[src/design/circle_through_three_points_core_defines.svh]
// ----------------------------------------------------------------------------
// Circle through three points: assertion macros
// Concurrent checks used by the core; compiled out when ASSERT_OFF is set.
// ----------------------------------------------------------------------------
`ifndef CIRCLE_THROUGH_THREE_POINTS_CORE_DEFINES_SVH
`define CIRCLE_THROUGH_THREE_POINTS_CORE_DEFINES_SVH

`ifndef ASSERT_OFF
`define CIRC3_ASSERT_IMPLY(lbl, clk, rst, ante, cons, msg) \
   lbl: assert property (@(posedge clk) disable iff (rst) (ante) |-> (cons)) \
      else $error(msg);
`define CIRC3_ASSERT_NEXT(lbl, clk, rst, ante, cons, msg) \
   lbl: assert property (@(posedge clk) disable iff (rst) (ante) |=> (cons)) \
      else $error(msg);
`else
`define CIRC3_ASSERT_IMPLY(lbl, clk, rst, ante, cons, msg)
`define CIRC3_ASSERT_NEXT(lbl, clk, rst, ante, cons, msg)
`endif

`endif

[src/design/circ3_div_cell.sv]
// ----------------------------------------------------------------------------
// Circle through three points: divider cell
// One restoring quotient bit for the x and y lanes, sharing one divisor.
// ----------------------------------------------------------------------------
module circ3_div_cell #(
   parameter int NW  = 48,
   parameter int DVW = 29,
   parameter int SBW = 27
) (
   input  logic               clock,
   input  logic               reset,
   input  logic               advance,
   input  logic               in_vld,
   input  logic [DVW+NW-1:0]  in_acc_x,
   input  logic [DVW+NW-1:0]  in_acc_y,
   input  logic [DVW-1:0]     in_div,
   input  logic [SBW-1:0]     in_side,
   output logic               out_vld,
   output logic [DVW+NW-1:0]  out_acc_x,
   output logic [DVW+NW-1:0]  out_acc_y,
   output logic [DVW-1:0]     out_div,
   output logic [SBW-1:0]     out_side
);

   function automatic logic [DVW+NW-1:0] div_step(input logic [DVW+NW-1:0] acc,
                                                  input logic [DVW-1:0] dv);
      logic [DVW:0]   top;
      logic [DVW:0]   diff;
      logic           ge;
      logic [DVW-1:0] rem;
      top  = {acc[DVW+NW-1:NW], acc[NW-1]};
      diff = top - {1'b0, dv};
      ge   = ~diff[DVW];
      rem  = ge ? diff[DVW-1:0] : top[DVW-1:0];
      return {rem, acc[NW-2:0], ge};
   endfunction

   logic              vld_ff;
   logic [DVW+NW-1:0] accx_ff, accy_ff, accx_in, accy_in;
   logic [DVW-1:0]    div_ff;
   logic [SBW-1:0]    side_ff;

   assign accx_in = div_step(in_acc_x, in_div);
   assign accy_in = div_step(in_acc_y, in_div);

   always_ff @(posedge clock) begin
      if (reset) begin
         vld_ff <= 1'b0;
      end else if (advance) begin
         vld_ff <= in_vld;
      end
   end

   always_ff @(posedge clock) begin
      if (advance) begin
         accx_ff <= accx_in;
         accy_ff <= accy_in;
         div_ff  <= in_div;
         side_ff <= in_side;
      end
   end

   assign out_vld   = vld_ff;
   assign out_acc_x = accx_ff;
   assign out_acc_y = accy_ff;
   assign out_div   = div_ff;
   assign out_side  = side_ff;

endmodule

[config.mk]
export PLATFORM = sky130hd
export DESIGN_NAME = circ3_div_cell
export DESIGN_NICKNAME = d
export VERILOG_FILES = /design/src/design/circle_through_three_points_core_defines.svh /design/src/design/circ3_div_cell.sv
export SDC_FILE = /design/constraint.sdc
export NUM_CORES = 1
export LEC_CHECK = 0
export BUFFER_PORTS_ARGS = -buffer_cell sky130_fd_sc_hd__buf_2
export CORE_AREA = 8 8 159 161
export CTS_CLUSTER_SIZE = 10
export DETAILED_ROUTE_END_ITERATION = 6
export DIE_AREA = 0 0 167 169
export PLACE_DENSITY = 0.82
export SETUP_SLACK_MARGIN = 0.3
export SYNTH_ARGS = -nofsm -noshare
export SYNTH_HDL_FRONTEND = slang
export SYNTH_SLANG_ARGS = --single-unit
[constraint.sdc]
create_clock -name clock -period 3.41 [get_ports clock]
set_input_delay 0 -clock clock [delete_from_list [all_inputs] [get_ports clock]]
set_output_delay 0 -clock clock [all_outputs]
set_load 0.01 [all_outputs]
==> flow_summary.ini <==
[power]
p_switching_mw = 2.11
p_per_area_nw_per_um2 = 480
p_clk_share_pct = 30.7
p_comb_share_pct = 26.3
power_frac_seq_pct = 43.0
switching_share_pct = 27.7
p_leak_nw = 7.00
internal-power_mw = 5.52
vdd_ir_drop_max_uv = 333

[synth]
ys.flop_type = edfxtp_1
syn_area_um2 = 10200
syn_area_per_cell_um2 = 14.5
yosys.area.top_type = edfxtp_1
synth-edff-count = 210
syn_nets = 976
ys_warn_count = 0
async_flop_share_pct = 0
synth_area_leaders = edfxtp_1 (62%), ha_1 (7.1%), mux2_4 (4.1%)
synthCells = 702
synth_common_cells = edfxtp_1 (210), ha_1 (58), a21oi_1 (51)
yosys.cell_types.count = 65
yosysSeqAreaShare_pct = 62.2
synth_top_area_share_pct = 62.0
ys_ff_latch = 211
synth.most_common_cell = edfxtp_1

[clock_tree]
cts_root_buf = clkbuf_16
clock_latency_ns = 0.51
clk_path_buf_depth = 3
clock-sinks = 211
cts_inserted_buffers = 25
clk_pin_slew_worst_paths_ns = 0.05
cts_htree_levels = 1
cts_tree = done

[sta]
min_period_over_period_pct = 91.4
finalHoldViolCount = 0
relSlewSlack_pct = 37.9
setup_viol = 0
finalSetupTns_ns = 0
period_needed_ns = 3.12
fmaxAchievable_ghz = 0.321
clock_skew_ns = 0
maxSlewViolCount = 0
rsz0062_at_grt = no
tightestPinTransition_ns = 0.932

[global_routing]
grt_pass1_vias = 9074
grt_max_degree = 113
antenna_found_initial = 5
grt_pass1_wl_um = 56600
grt-ovfl-total = 0
track_usage_pct = 26.3

[place]
place.gp.congestion = 0.943
placedInstanceArea_um2 = 12700
dp_hpwl_um = 27400
port_buffers = 424

[die]
std_cell_rows = 56
coreArea_um2 = 22900
die_w_um = 167
pin_count = 425
start_util_pct = 44.4
die_area_um2 = 28200
die_y_um = 169

[hold_path]
holdPathStages = 4
hold_path_end = out_acc_y[0]
hold_path_class = in2reg
hp-start = in_acc_y[76]

[job]
maxCapViolations = 0

[setup_path]
timing.rr.start = out_vld
reg2reg_slack_ns = 2.25
r2r_cells = 3
cpPeakStageDelay_ns = 0.54
cp_data_arrival_time_ns = 3.37
reg2reg_to = out_vld
crit_required_ns = 3.67
crit_chain = dlygate4sd3_1, buf_2, inv_1, ha_4, a21oi_2, a31oi_2, a311o_1, a21oi_2, a31o_1, a41o_1, xnor2_2, buf_12, buf_6, mux2_1
cpMostUsedCell = a21oi_2
critPathKind = in2reg
critPathMaxFanout = 7
start_kind = input port
crit_path_end_kind = register
crit_slowest_cell = dlygate4sd3_1

[detailed_routing]
drtAntennaViolNets = 0
drt_first_iter_violations = 673
finalWirelength_um = 40100
dr_total_vias = 9007
via_per_inst = 5.37
firstDrtPassIters = 5
wire_per_inst_um = 23.9
drc = 0

[finish]
final_nets = 1647
postLayoutCellArea_um2 = 15900
syn_to_final_growth_pct = 56.2
fillCellCount = 1511
drive_gt1_share_pct = 38.2

[run_status]
outcome = complete, no violations
==> cells in the final DEF (no fill, tap or decap), drive strengths merged, types with 5 or more instances in the layout <==
cell type    instances
nor3                 5
a21oi               52
dlygate4sd3        212
nor2                22
nand3               11
a21o                29
xnor2               38
nand2               31
buf                440
inv                 48
o21ai               20
mux2                56
and3                 8
nor2b                9
o21a                 7
ha                  58
a31oi                7
edfxtp             210
clkbuf              39
xor2                13
a311o                5
o21bai              10
==> state kept, by name, summed over array words and instances (netlist names) <==
| name | flops |
|---|---|
| out_vld | 1 |
| out_side | 27 |
| out_acc_y | 77 |
| out_div | 29 |
| out_acc_x | 77 |
==> worst max-delay path by stage <==
| stage | slack (ns) | depth (start not counted) | startpoint | endpoint |
|---|---|---|---|---|
| floorplan | 0.64 | 12 | in_div[1] | out_acc_x[49] |
| global placement | 0.25 | 13 | in_div[1] | out_acc_y[54] |
| detailed placement | 0.17 | 13 | in_div[1] | out_acc_y[57] |
| CTS | 0.31 | 13 | in_div[4] | out_acc_y[57] |
| global route | 0.23 | 14 | in_div[4] | out_acc_y[49] |
| finish | 0.29 | 14 | in_div[4] | out_acc_y[51] |
==> cell type report <==
cell class	instances	area, µm²	area share [%]
Antenna cell	3	7.51	0.0472
Clock inverter	3	17.5	0.110
Multi-Input combinational cell	433	3800	23.9
Clock buffer	36	667	4.20
Tap cell	290	363	2.28
Sequential cell	211	6330	39.8
Timing Repair Buffer	655	4530	28.5
Inverter	47	176	1.11
==> power groups by stage <==
stage          registers, mW  clock network, mW  logic, mW
4_1_cts                 3.27               2.37       1.85
3_3_place_gp            3.31                  0       1.61
5_1_grt                 3.30               2.48       2.12
6_report                3.28               2.34       2.00
2_1_floorplan           3.46                  0      0.764
3_5_place_dp            3.31                  0       1.64
==> per-stage QoR <==
step | std cells | utilization (%) | worst slack, ns | power, mW | hold slack [ns]
after global placement | 1412 | 55.6 | 0.249 | 4.91 | 0.158
after global routing | 1676 | 69.3 | 0.225 | 7.90 | 0.144
final | 1678 | 69.4 | 0.295 | 7.63 | 0.142
after floorplan | 702 | - | 0.644 | 4.23 | 0.0724
after detailed placement | 1412 | 55.6 | 0.173 | 4.95 | 0.158
after CTS | 1660 | 67.7 | 0.308 | 7.49 | -0.309
==> cells by family (layout without fill, tap and decap cells) <==
group / Yosys count / count (layout) / synth area share, %
AO/OA/AOI/OAI: 161 / 161 / 11.0
multiplexers: 60 / 60 / 7.63
buffers and inverters: 58 / 741 / 2.41
adder cells (fa/ha/maj): 60 / 60 / 7.53
AND/OR/NAND/NOR: 101 / 101 / 4.75
XOR/XNOR: 51 / 51 / 4.46
other: 0 / 3 / 0
flip-flops: 211 / 211 / 62.2
==> what timing repair did <==
item	4_1_cts	5_1_grt
gates resized for setup	0	25
endpoints found under the hold margin	209	2
setup buffers	0	10
endpoints found under the setup margin	0	56
hold buffers	209	3
==> worst max-delay path: cells and delay by family <==
family / cells / cell delay (ns)
buffers and inverters: 5 / 1.09
adders and majority gates: 1 / 0.25
AOI/OAI and AO/OA: 6 / 1.50
muxes: 1 / 0.32
xor gates and xnor gates: 1 / 0.18
==> layer usage <==
| metal | vias to the layer above | global-route usage [%] | routed length (µm) |
|---|---|---|---|
| li1 | 4020 | - | - |
| met5 | - | 0 | 54 |
| met1 | 4379 | 29.7 | 14800 |
| met3 | 117 | 6.59 | 2900 |
| met2 | 483 | 45.2 | 19900 |
| met4 | 8 | 14.5 | 2380 |
Note: power is estimated with default switching activity, not from simulation.
