--- config.mk ---
export PLATFORM = sky130hd
export DESIGN_NAME = circ3_sqrt_cell
export DESIGN_NICKNAME = d
export VERILOG_FILES = /design/src/design/circle_through_three_points_core_defines.svh /design/src/design/circ3_pkg.sv /design/src/design/circ3_sqrt_cell.sv
export SDC_FILE = /design/constraint.sdc
export NUM_CORES = 1
export LEC_CHECK = 0
export ABC_AREA = 1
export BUFFER_PORTS_ARGS = -buffer_cell sky130_fd_sc_hd__buf_2
export CAP_MARGIN = 5
export CELL_PAD_IN_SITES_DETAIL_PLACEMENT = 2
export CELL_PAD_IN_SITES_GLOBAL_PLACEMENT = 2
export CORE_MARGIN = 2
export CORE_UTILIZATION = 25
export CTS_CLUSTER_DIAMETER = 100
export DETAILED_ROUTE_END_ITERATION = 10
export PLACE_DENSITY = 0.8
export REMOVE_ABC_BUFFERS = 1
export SYNTH_ARGS = -nofsm -noshare
export SYNTH_HDL_FRONTEND = slang
export SYNTH_SLANG_ARGS = --single-unit
--- constraint.sdc ---
create_clock -name clock -period 2.1 [get_ports clock]
set_clock_uncertainty 0.1 [all_clocks]
set_input_delay 0.42 -clock clock [delete_from_list [all_inputs] [get_ports clock]]
set_output_delay 0.42 -clock clock [all_outputs]
set_load 0.01 [all_outputs]
--- src/design/circle_through_three_points_core_defines.svh ---
// ----------------------------------------------------------------------------
// Circle through three points: assertion macros
// Concurrent checks used by the core; compiled out when ASSERT_OFF is set.
// ----------------------------------------------------------------------------
`ifndef CIRCLE_THROUGH_THREE_POINTS_CORE_DEFINES_SVH
`define CIRCLE_THROUGH_THREE_POINTS_CORE_DEFINES_SVH

`ifndef ASSERT_OFF
`define CIRC3_ASSERT_IMPLY(lbl, clk, rst, ante, cons, msg) \
   lbl: assert property (@(posedge clk) disable iff (rst) (ante) |-> (cons)) \
      else $error(msg);
`define CIRC3_ASSERT_NEXT(lbl, clk, rst, ante, cons, msg) \
   lbl: assert property (@(posedge clk) disable iff (rst) (ante) |=> (cons)) \
      else $error(msg);
`else
`define CIRC3_ASSERT_IMPLY(lbl, clk, rst, ante, cons, msg)
`define CIRC3_ASSERT_NEXT(lbl, clk, rst, ante, cons, msg)
`endif

`endif

--- src/design/circ3_pkg.sv ---
// ----------------------------------------------------------------------------
// Circle through three points: package
// Shared constants and types of the circumcircle core.
// ----------------------------------------------------------------------------
package circ3_pkg;

   localparam int COORD_BITS_DEF = 12;
   localparam int FRAC_BITS_DEF  = 4;

   localparam int CENTER_W = 24;
   localparam int RADIUS_W = 23;

   localparam logic signed [CENTER_W-1:0] CMAX = 24'sh7FFFFF;
   localparam logic signed [CENTER_W-1:0] CMIN = 24'sh800000;
   localparam logic [RADIUS_W-1:0]        RMAX = 23'h7FFFFF;

   localparam int DX_W      = 32;
   localparam int SQRT_W    = 32;
   localparam int SQRT_VW   = 2 * SQRT_W;
   localparam int SQRT_RMW  = SQRT_W + 3;

   typedef struct packed {
      logic signed [CENTER_W-1:0] cx;
      logic signed [CENTER_W-1:0] cy;
      logic                       sat;
      logic                       big;
      logic                       ok;
   } circ3_side_type;

endpackage

--- src/design/circ3_sqrt_cell.sv ---
// ----------------------------------------------------------------------------
// Circle through three points: square root cell
// One root bit of the digit recurrence, two radicand bits consumed.
// ----------------------------------------------------------------------------
module circ3_sqrt_cell (
   input  logic                          clock,
   input  logic                          reset,
   input  logic                          advance,
   input  logic                          in_vld,
   input  logic [circ3_pkg::SQRT_RMW-1:0] in_rem,
   input  logic [circ3_pkg::SQRT_W-1:0]   in_root,
   input  logic [circ3_pkg::SQRT_VW-1:0]  in_v,
   input  circ3_pkg::circ3_side_type     in_side,
   output logic                          out_vld,
   output logic [circ3_pkg::SQRT_RMW-1:0] out_rem,
   output logic [circ3_pkg::SQRT_W-1:0]   out_root,
   output logic [circ3_pkg::SQRT_VW-1:0]  out_v,
   output circ3_pkg::circ3_side_type     out_side
);
   import circ3_pkg::*;

   logic                vld_ff;
   logic [SQRT_RMW-1:0] rem_ff, rem_in;
   logic [SQRT_W-1:0]   root_ff, root_in;
   logic [SQRT_VW-1:0]  v_ff;
   circ3_side_type      side_ff;
   logic [SQRT_RMW-1:0] shifted, trial;
   logic                ge;

   assign shifted = {in_rem[SQRT_RMW-3:0], in_v[SQRT_VW-1:SQRT_VW-2]};
   assign trial   = SQRT_RMW'({in_root, 2'b01});
   assign ge      = shifted >= trial;
   assign rem_in  = ge ? shifted - trial : shifted;
   assign root_in = {in_root[SQRT_W-2:0], ge};

   always_ff @(posedge clock) begin
      if (reset) begin
         vld_ff <= 1'b0;
      end else if (advance) begin
         vld_ff <= in_vld;
      end
   end

   always_ff @(posedge clock) begin
      if (advance) begin
         rem_ff  <= rem_in;
         root_ff <= root_in;
         v_ff    <= {in_v[SQRT_VW-3:0], 2'b00};
         side_ff <= in_side;
      end
   end

   assign out_vld  = vld_ff;
   assign out_rem  = rem_ff;
   assign out_root = root_ff;
   assign out_v    = v_ff;
   assign out_side = side_ff;

endmodule

==> out/summary.txt, run 1 <==
Reg2reg start: out_vld
Synthesized flop and latch total: 181
PD cells: 784 nW/um^2
Htree depth: 4
DRC viols: 0
Final wirelength: 38.1 mm
Grt total ovfl: 0
Leak: 0.00624 uW
Hold WS: 0.0190 ns
Synth async-reset ratio: 0
Endpoints failing hold: 0
Critical path startpoint: in_root[16]
DP Area: 11900 um^2
Fin. max-slew vios: 0
Reg-to-reg setup timing slack: 1.39 ns
Crit path largest cell delay: 0.31 ns
VDD IR max: 606 uV
Final Setup Violations: 0
Cells after Synth: 843
Comb pwr share: 0.226
Gpl congestion: 0.895
Overall Power: 10200 uW
DP HPWL: 30.5 mm
Core Area: 33600 um^2
Startpoint Class: input port
Distinct cell type count after synthesis: 29
Pre-CTS setup slack: -0.574 ns
Worst Hold Class: in2reg
Clock Sinks: 181
Min Tclk post-route: 2.04 ns
Mean area per synthesized cell: 10.1 um^2
Post-synth EDFFs: 180
Max Cap Viol: 0
WP data required: 2.21 ns
Endpoint type of the worst setup path: flip-flop
Nets: 1567
Die height: 189 um
Period utilisation layout: 0.970
Die area: 35700 um^2
Status: finished, final reports clean
CTS tree: done
Worst-Skew Late Latency: 0.45 ns
Clock Tree Root: clkbuf_16
CTS buffer count: 17
Dominant synthesized flop cell: edfxtp_1
Sequential share of power: 0.441
Arrival time worst endpoint: 2.15 ns
Initial Util: 0.254
Antenna violations before repair: 9
Initial DRC count: 426
Total track usage: 0.208
Post-synthesis cell area: 8550 um^2
Area growth from synthesis to layout: 52.0%
Die Width: 189 um
WP buf/inv: 5
Register area share after synthesis: 0.635
Commonest cells after routing, fill and taps aside: buf_2 (363), nand2_1 (289), edfxtp_1 (180)
Max Clk Rate: 0.491 GHz
Slowest cell on crit path: ha_4
ANT nets after route: 0
Sw Ratio: 0.306
IO buf count: 364
Hold_sp: reset
Top Family by Delay on Critical Path: simple AND/OR/NAND/NOR gates
Layout cells sized above 1: 0.447
Longest Clk Path Bufs: 2
First-pass GRT wire length: 54.2 mm
Most common cell after layout, fill and taps aside: buf_2
Diodes inserted: 0
Crit-path cells: buf_2, inv_1, ha_4, nand2_1, inv_2, nand2_2, nor2_4, nand4_1, nand3_2, nand3_2, nand2_4, inv_4, buf_12, nand2_1, nand2_1
Yosys warns: 0
DR vias/cell: 4.43
Critical path's most frequent cell: nand2_1
Pre-Repair DR Iteration Count: 4
P_int: 7070 uW
Vias: 8004
DR WL/cell: 21.1 um
Clock power share: 0.333
Finished Cell Area: 13000 um^2
Vias in the first global route: 8822
Critical path fanouts, max: 17
Top Ports: 369
Net switching power: 3120 uW
Largest net degree at the start of global routing: 54
WS Path Type: in2reg
Final worst slack: 0.0622 ns
Clk slew on worst S/H paths: 0.07 ns
FP Rows: 67
## worst reg2reg max path, cell delays in order (launching register included)
cell and delay [ns]:
dfxtp_1 0.32, mux2i_1 0.13, nor2_1 0.06
## sequential cells by signal, summed over array words and instances, names as in the netlist
register  flops
out_side     51
out_v        62
out_root     32
out_rem      35
out_vld       1
## worst paths after layout
kind	end	cells after the start
max reg2reg	out_vld	2
max	out_rem[11]	15
min	out_vld	2
min reg2reg	out_vld	2
## routing by layer
| layer | global-route usage | wire, um |
|---|---|---|
| met1 | 0.220 | 14600 |
| met2 | 0.393 | 20100 |
| met3 | 0.0589 | 2200 |
| met4 | 0.0739 | 1110 |
| met5 | 0 | 124 |
## power by group through the flow
stage / registers, uW / logic, uW / clock network (uW)
final: 4490 / 2300 / 3400
after global routing: 4520 / 2520 / 3580
after CTS: 4500 / 2180 / 3470
after detailed placement: 4570 / 2140 / 0
after global placement: 4550 / 2050 / 0
after floorplan: 4720 / 680 / 0
## through the flow
stage | TNS [ns] | utilization | std cells
6_report | 0 | 0.387 | 1808
3_3_place_gp | -16.14 | 0.353 | 1772
5_1_grt | -0.167 | 0.387 | 1808
3_5_place_dp | -17.07 | 0.353 | 1772
2_1_floorplan | -5.42 | - | 836
4_1_cts | -0.0357 | 0.372 | 1804
## cell type report
type	count	area (um^2)
timing repair buffer	492	2870
inverter	128	483
multi-input combinational	527	3050
clock buffer	17	425
fill	3701	20600
sequential	181	5430
tap	448	561
clock inverter	15	179
## logic make-up (layout without fill, tap and decap cells)
group | Yosys count | count (layout) | share of synthesized area
and+or+nand+nor | 434 | 434 | 0.205
DFF | 181 | 181 | 0.635
buffers and inverters | 136 | 652 | 0.0649
AOI/OAI and AO/OA | 38 | 38 | 0.0250
adders and majority gates | 34 | 34 | 0.0498
xor gates and xnor gates | 18 | 18 | 0.0184
other | 1 | 2 | 0.000439
muxes | 1 | 1 | 0.00117
## what timing repair did
| action | in CTS | in global routing |
|---|---|---|
| gates resized for setup | 6 | 83 |
| endpoints found under the setup margin | 16 | 36 |
| pin swaps | 0 | 9 |
| hold buffers | 0 | 0 |
| buffers inserted | 0 | 4 |
## Yosys cell counts, types with 2 or more instances
cell      count  area (um^2)
nand2_1     302         1130
edfxtp_1    180         5410
inv_1       126          473
nor2_1       71          267
ha_1         34          425
nand3_1      34          170
a21oi_1      23          115
xor2_1       16          140
nand3b_1      9         67.6
nor3_1        6         30.0
o21ai_0       6         30.0
buf_4         5         37.5
nand4_1       4         25.0
nor2_2        4         25.0
buf_6         3         33.8
o21bai_1      3         22.5
a21o_1        2         15.0
nand3_2       2         20.0
o21a_1        2         15.0
xnor2_1       2         17.5
Power figures use the tool's default switching activity.
==> inputs of run 2 (changes only) <==
Settings changed: CAP_MARGIN 5 to 10, MAX_ROUTING_LAYER set to met4.
==> out/summary.txt, run 2 (synthesis gave the netlist of run 1 again) <==
ANT nets after route: 0 (unchanged)
Die area: 35700 um^2 (unchanged)
Final std cells w/o fill: 1832 (was 1808)
WP data required: 2.21 ns (about the same)
Comb pwr share: 0.242 (was 0.226)
Hold-fix buffers, CTS: 0 (unchanged)
Sequential share of power: 0.437 (was 0.441)
Pre-Repair DR Iteration Count: 4 (unchanged)
Fill count: 3660 (was 3701)
P_int: 7140 uW (was 7070 uW)
Clk slew on worst S/H paths: 0.08 ns (was 0.07 ns)
VDD IR max: 599 uV (was 606 uV)
Clock power share: 0.321 (was 0.333)
IO buf count: 364 (unchanged)
WS Path Type: in2reg (unchanged)
FP Rows: 67 (unchanged)
Min Tclk post-route: 2.08 ns (was 2.04 ns)
Largest net degree at the start of global routing: 46 (was 54)
Endpoint type of the worst setup path: flip-flop (unchanged)
Crit-path cells: buf_2, inv_1, ha_4, a21oi_4, inv_1, nor2_2, nand2_1, nand2_1, nand3_2, nor2_4, nand2_8, buf_8, nand2_1, nand2_2 (was buf_2, inv_1, ha_4, nand2_1, inv_2, nand2_2, nor2_4, nand4_1, nand3_2, nand3_2, nand2_4, inv_4, buf_12, nand2_1, nand2_1)
Number of flip-flops in the largest register: 62 (unchanged)
Worst-Skew Late Latency: 0.45 ns (about the same)
Leak: 0.00636 uW (was 0.00624 uW)
Endpoints failing hold: 0 (unchanged)
Clock Tree Root: clkbuf_16 (unchanged)
Antenna violations before repair: 12 (was 9)
DR vias/cell: 4.40 (was 4.43)
Critical path fanouts, max: 7 (was 17)
Slowest cell on crit path: ha_4 (unchanged)
Arrival time worst endpoint: 2.19 ns (was 2.15 ns)
DR WL/cell: 22.0 um (was 21.1 um)
Crit path largest cell delay: 0.24 ns (was 0.31 ns)
Sw Ratio: 0.308 (was 0.306)
Die Width: 189 um (unchanged)
Longest Clk Path Bufs: 2 (unchanged)
First-pass GRT wire length: 55.4 mm (was 54.2 mm)
Worst Hold Class: in2reg (unchanged)
Startpoint Class: input port (unchanged)
Utilization after layout: 0.401 (was 0.387)
CTS tree: done (unchanged)
DP HPWL: 30.5 mm (about the same)
Htree depth: 4 (unchanged)
Final wirelength: 40.3 mm (was 38.1 mm)
Layout cells sized above 1: 0.496 (was 0.447)
Nets: 1575 (was 1567)
Final worst slack: 0.0211 ns (was 0.0622 ns)
PD cells: 764 nW/um^2 (was 784 nW/um^2)
Max Cap Viol: 0 (unchanged)
Critical path's most frequent cell: nand2_1 (unchanged)
Commonest cells after routing, fill and taps aside: buf_2 (363), nand2_1 (252), edfxtp_1 (180) (was buf_2 (363), nand2_1 (289), edfxtp_1 (180))
RSZ-0062 raised after global routing: yes
Top Ports: 369 (unchanged)
Clock Sinks: 181 (unchanged)
Vias: 8065 (was 8004)
Initial DRC count: 399 (was 426)
Vias in the first global route: 8731 (was 8822)
Final Setup Violations: 0 (unchanged)
Status: finished, final reports clean (unchanged)
Overall Power: 10300 uW (was 10200 uW)
CTS buffer count: 17 (unchanged)
Placed cell count: 1773 (was 1772)
FF/Latch Area: 5430 um^2 (unchanged)
Net switching power: 3170 uW (was 3120 uW)
Fin. max-slew vios: 0 (unchanged)
Period utilisation layout: 0.990 (was 0.970)
Footprint of the multi-input gates: 3340 um^2 (was 3050 um^2)
Pre-CTS setup slack: -0.613 ns (was -0.574 ns)
Gpl congestion: 0.895 (about the same)
DRC viols: 0 (unchanged)
Grt total ovfl: 0 (unchanged)
Die height: 189 um (unchanged)
Core Area: 33600 um^2 (unchanged)
Total track usage: 0.220 (was 0.208)
Area growth from synthesis to layout: 57.8% (was 52.0%)
Max Clk Rate: 0.481 GHz (was 0.491 GHz)
Initial Util: 0.254 (unchanged)
Most common cell after layout, fill and taps aside: buf_2 (unchanged)
Final TNS setup: 0 ns (unchanged)
==> run 2: cell count changes in the layout (fill, tap and decap cells not counted), moves of 5 or more <==
cell	change
ha_1	-5
diode_2	+16
ha_4	+6
nand2_1	-37
nor2_4	+5
inv_1	-9
nand2_2	+34
clkbuf_16	+5
nand3_2	+5
nand3_1	-6
inv_2	+9
==> run 2: layer usage <==
metal,part of all wire,vias up,global-route usage
met5,0,-,-
met4,0.024,0,0.0715
met3,0.052,41,0.0541
met2,0.55,241,0.403
met1,0.38,3998,0.231
li1,-,3785,-
==> run 2: final timing paths <==
check / start / slack [ns] / to / depth (start not counted)
setup / recovery: in_root[24] / 0.02 / out_rem[13] / 14
setup reg to reg: out_vld / 1.41 / out_vld / 2
hold / removal: reset / 0.02 / out_vld / 2
hold reg to reg: out_vld / 0.42 / out_vld / 2
==> run 2: timing repair <==
| action | in CTS | in global routing |
|---|---|---|
| cloned | 0 | 5 |
| endpoints found under the setup margin | 35 | 35 |
| hold endpoints to repair | 0 | 0 |
| gates resized for setup | 15 | 161 |
| buffers inserted | 1 | 5 |
| pin swaps | 1 | 26 |
==> run 2: critical path: cells and delay by family <==
kind	cells	cell delay (ns)
fa+ha+maj	1	0.24
compound gates	1	0.15
buf+inv	4	0.43
simple gates	8	0.94
==> run 2: stage by stage <==
step           hold WS, ns  instance area, um^2
2_1_floorplan        0.392                 8480
5_1_grt             0.0144                13500
6_report            0.0226                13500
3_5_place_dp         0.417                11900
3_3_place_gp         0.373                11900
4_1_cts             0.0102                12500
==> run 2: layout make-up <==
type	count	share of cell area
tap	448	0.0416
clock inverter	15	0.0124
multi-input combinational	527	0.248
antenna	16	0.00297
clock buffer	17	0.0315
timing repair buffer	500	0.225
sequential	181	0.402
inverter	128	0.0366
==> run 2: power groups by stage <==
| stage | Combinational (uW) | Clock [uW] | Sequential [uW] |
|---|---|---|---|
| 2_1_floorplan | 680 | 0 | 4720 |
| 3_3_place_gp | 2050 | 0 | 4550 |
| 3_5_place_dp | 2140 | 0 | 4570 |
| 4_1_cts | 2190 | 3400 | 4500 |
| 5_1_grt | 2700 | 3500 | 4530 |
| 6_report | 2500 | 3310 | 4500 |
==> inputs of run 3 (changes only) <==
Settings changed: BUFFER_PORTS_ARGS -buffer_cell sky130_fd_sc_hd__buf_2 to not set, CORE_UTILIZATION 25 to 33, DONT_BUFFER_PORTS set to 1, PLACE_DENSITY 0.8 to 0.79.
==> out/summary.txt, run 3 (synthesis gave the netlist of run 1 again) <==
CTS tree: done (unchanged)
Pre-Repair DR Iteration Count: 5 (was 4)
ANT nets after route: 0 (unchanged)
Top Ports: 369 (unchanged)
Reg2reg start: out_vld (unchanged)
Max Clk Rate: 0.460 GHz (was 0.481 GHz)
First-pass GRT wire length: 56.1 mm (was 55.4 mm)
Final wirelength: 43.2 mm (was 40.3 mm)
Pre-CTS setup slack: -0.527 ns (was -0.613 ns)
Leak: 0.00529 uW (was 0.00636 uW)
DP HPWL: 29.1 mm (was 30.5 mm)
WP data required: 2.21 ns (about the same)
FP Rows: 58 (was 67)
Initial DRC count: 540 (was 399)
IO buf count: 0 (was 364)
Final Setup Violations: 6 (was 0)
Crit path largest cell delay: 0.24 ns (about the same)
DR WL/cell: 29.5 um (was 22.0 um)
Die Width: 165 um (was 189 um)
Worst rel slew slack: 0.294
Commonest cells after routing, fill and taps aside: nand2_1 (286), edfxtp_1 (180), dlygate4sd3_1 (148) (was buf_2 (363), nand2_1 (252), edfxtp_1 (180))
M2 GR Usage: 0.528 (was 0.403)
Layout cells sized above 1: 0.183 (was 0.496)
PD cells: 835 nW/um^2 (was 764 nW/um^2)
CTS buffer count: 17 (unchanged)
DP Area: 9730 um^2 (was 11900 um^2)
Finished Cell Area: 12200 um^2 (was 13500 um^2)
Crit-path cells: inv_1, ha_4, nand2_1, buf_4, inv_1, nand2_1, nand2_1, buf_4, a21oi_1, nor2_1, nor2_1, nand3b_1, nand3_1, nand2_1 (was buf_2, inv_1, ha_4, a21oi_4, inv_1, nor2_2, nand2_1, nand2_1, nand3_2, nor2_4, nand2_8, buf_8, nand2_1, nand2_2)
Slowest cell on crit path: ha_4 (unchanged)
Core Area: 25300 um^2 (was 33600 um^2)
Die height: 165 um (was 189 um)
Vias: 7464 (was 8065)
Die area: 27200 um^2 (was 35700 um^2)
Total track usage: 0.305 (was 0.220)
Period utilisation layout: 1.04 (was 0.990)
Most Used Layer, Global Route: met2 (unchanged)
Antenna violations before repair: 11 (was 12)
Status: finished with violations (was finished, final reports clean)
Endpoints failing hold: 0 (unchanged)
DR vias/cell: 5.11 (was 4.40)
Gpl congestion: 0.864 (was 0.895)
DRC viols: 0 (unchanged)
Arrival time worst endpoint: 2.29 ns (was 2.19 ns)
Final std cells w/o fill: 1462 (was 1832)
Min Tclk post-route: 2.18 ns (was 2.08 ns)
Critical path startpoint: in_root[14] (was in_root[24])
Nets: 1327 (was 1575)
Max Cap Viol: 0 (unchanged)
Htree depth: 4 (unchanged)
Critical path's most frequent cell: nand2_1 (unchanged)
Most common cell after layout, fill and taps aside: nand2_1 (was buf_2)
RSZ-0062 raised after global routing: yes (unchanged)
Grt total ovfl: 0 (unchanged)
Number of flip-flops in the largest register: 62 (unchanged)
Final TNS setup: -0.207 ns (was 0 ns)
Initial Util: 0.337 (was 0.254)
Startpoint Class: input port (unchanged)
Worst Hold Class: in2reg (unchanged)
Final worst slack: -0.0759 ns (was 0.0211 ns)
Clk slew on worst S/H paths: 0.08 ns (about the same)
Clock Tree Root: clkbuf_16 (unchanged)
Endpoint type of the worst setup path: flip-flop (unchanged)
WS Path Type: in2reg (unchanged)
Met1 usage: 0.315 (was 0.231)
Clock Sinks: 181 (unchanged)
Hold_sp: advance (was reset)
Critical path fanouts, max: 3 (was 7)
Failing checks: setup timing
Largest net degree at the start of global routing: 151 (was 46)
Area growth from synthesis to layout: 42.4% (was 57.8%)
Placed cell count: 1269 (was 1773)
Worst-Skew Late Latency: 0.46 ns (was 0.45 ns)
Longest Clk Path Bufs: 2 (unchanged)
Vias in the first global route: 8064 (was 8731)
Fin. max-slew vios: 0 (unchanged)
Overall Power: 10200 uW (was 10300 uW)
Worst slew pin tran: 1.06 ns
VDD IR max: 704 uV (was 599 uV)
Met3 usage: 0.0919 (was 0.0541)
[run 3: cell types whose count changed in the layout (fill, tap and decap cells not counted), moves of 9 or more]
cell           previous run  this run
buf_2                   363         0
buf_4                   122        99
dlygate4sd3_1             0       148
ha_1                      4        18
ha_4                     30        11
inv_1                   116       125
inv_2                    11         2
nand2_1                 252       286
nand2_2                  47        16
[run 3: power breakdown]
group          switching (uW)  total (uW)  internal [uW]
Clock                    1840        3570           1740
Sequential                438        4830           4390
Combinational             978        1760            780
[run 3: layout make-up]
| class | count | area (um^2) |
|---|---|---|
| fill | 2577 | 13200 |
| sequential | 181 | 5430 |
| multi-input combinational | 527 | 2870 |
| timing repair buffer | 252 | 2320 |
| inverter | 128 | 485 |
| clock buffer | 17 | 425 |
| tap | 330 | 413 |
| clock inverter | 15 | 201 |
| antenna | 12 | 30.0 |
[run 3: path summary, 6_finish.rpt]
kind,end,slack (ns),cells past startpoint
setup / recovery,out_rem[30],-0.08,14
hold / removal,out_root[23],0.04,0
setup reg to reg,out_vld,1.29,2
hold reg to reg,out_vld,0.55,2
[run 3: timing repair]
action	CTS	global route
gates resized for setup	10	55
endpoints found under the hold margin	160	7
buffers inserted	0	1
hold buffers	147	1
endpoints found under the setup margin	21	35
pin swaps	1	7
[run 3: routing by layer]
metal | up-vias | wire length [um]
met1 | 3746 | 15800
met2 | 340 | 22100
li1 | 3279 | -
met3 | 99 | 3040
met4 | 0 | 2250
met5 | - | 0
[run 3: critical path: cells and delay by family]
family / cells / cell delay [ns]
buffers and inverters: 4 / 0.48
adder cells (fa/ha/maj): 1 / 0.24
AO/OA/AOI/OAI: 1 / 0.22
AND/OR/NAND/NOR: 8 / 0.92
[run 3: per-stage QoR]
step,hold slack [ns],util
after CTS,0.00298,0.469
after floorplan,0.392,-
after global placement,0.394,0.384
after global routing,0.0103,0.480
after detailed placement,0.410,0.384
final,0.0419,0.481
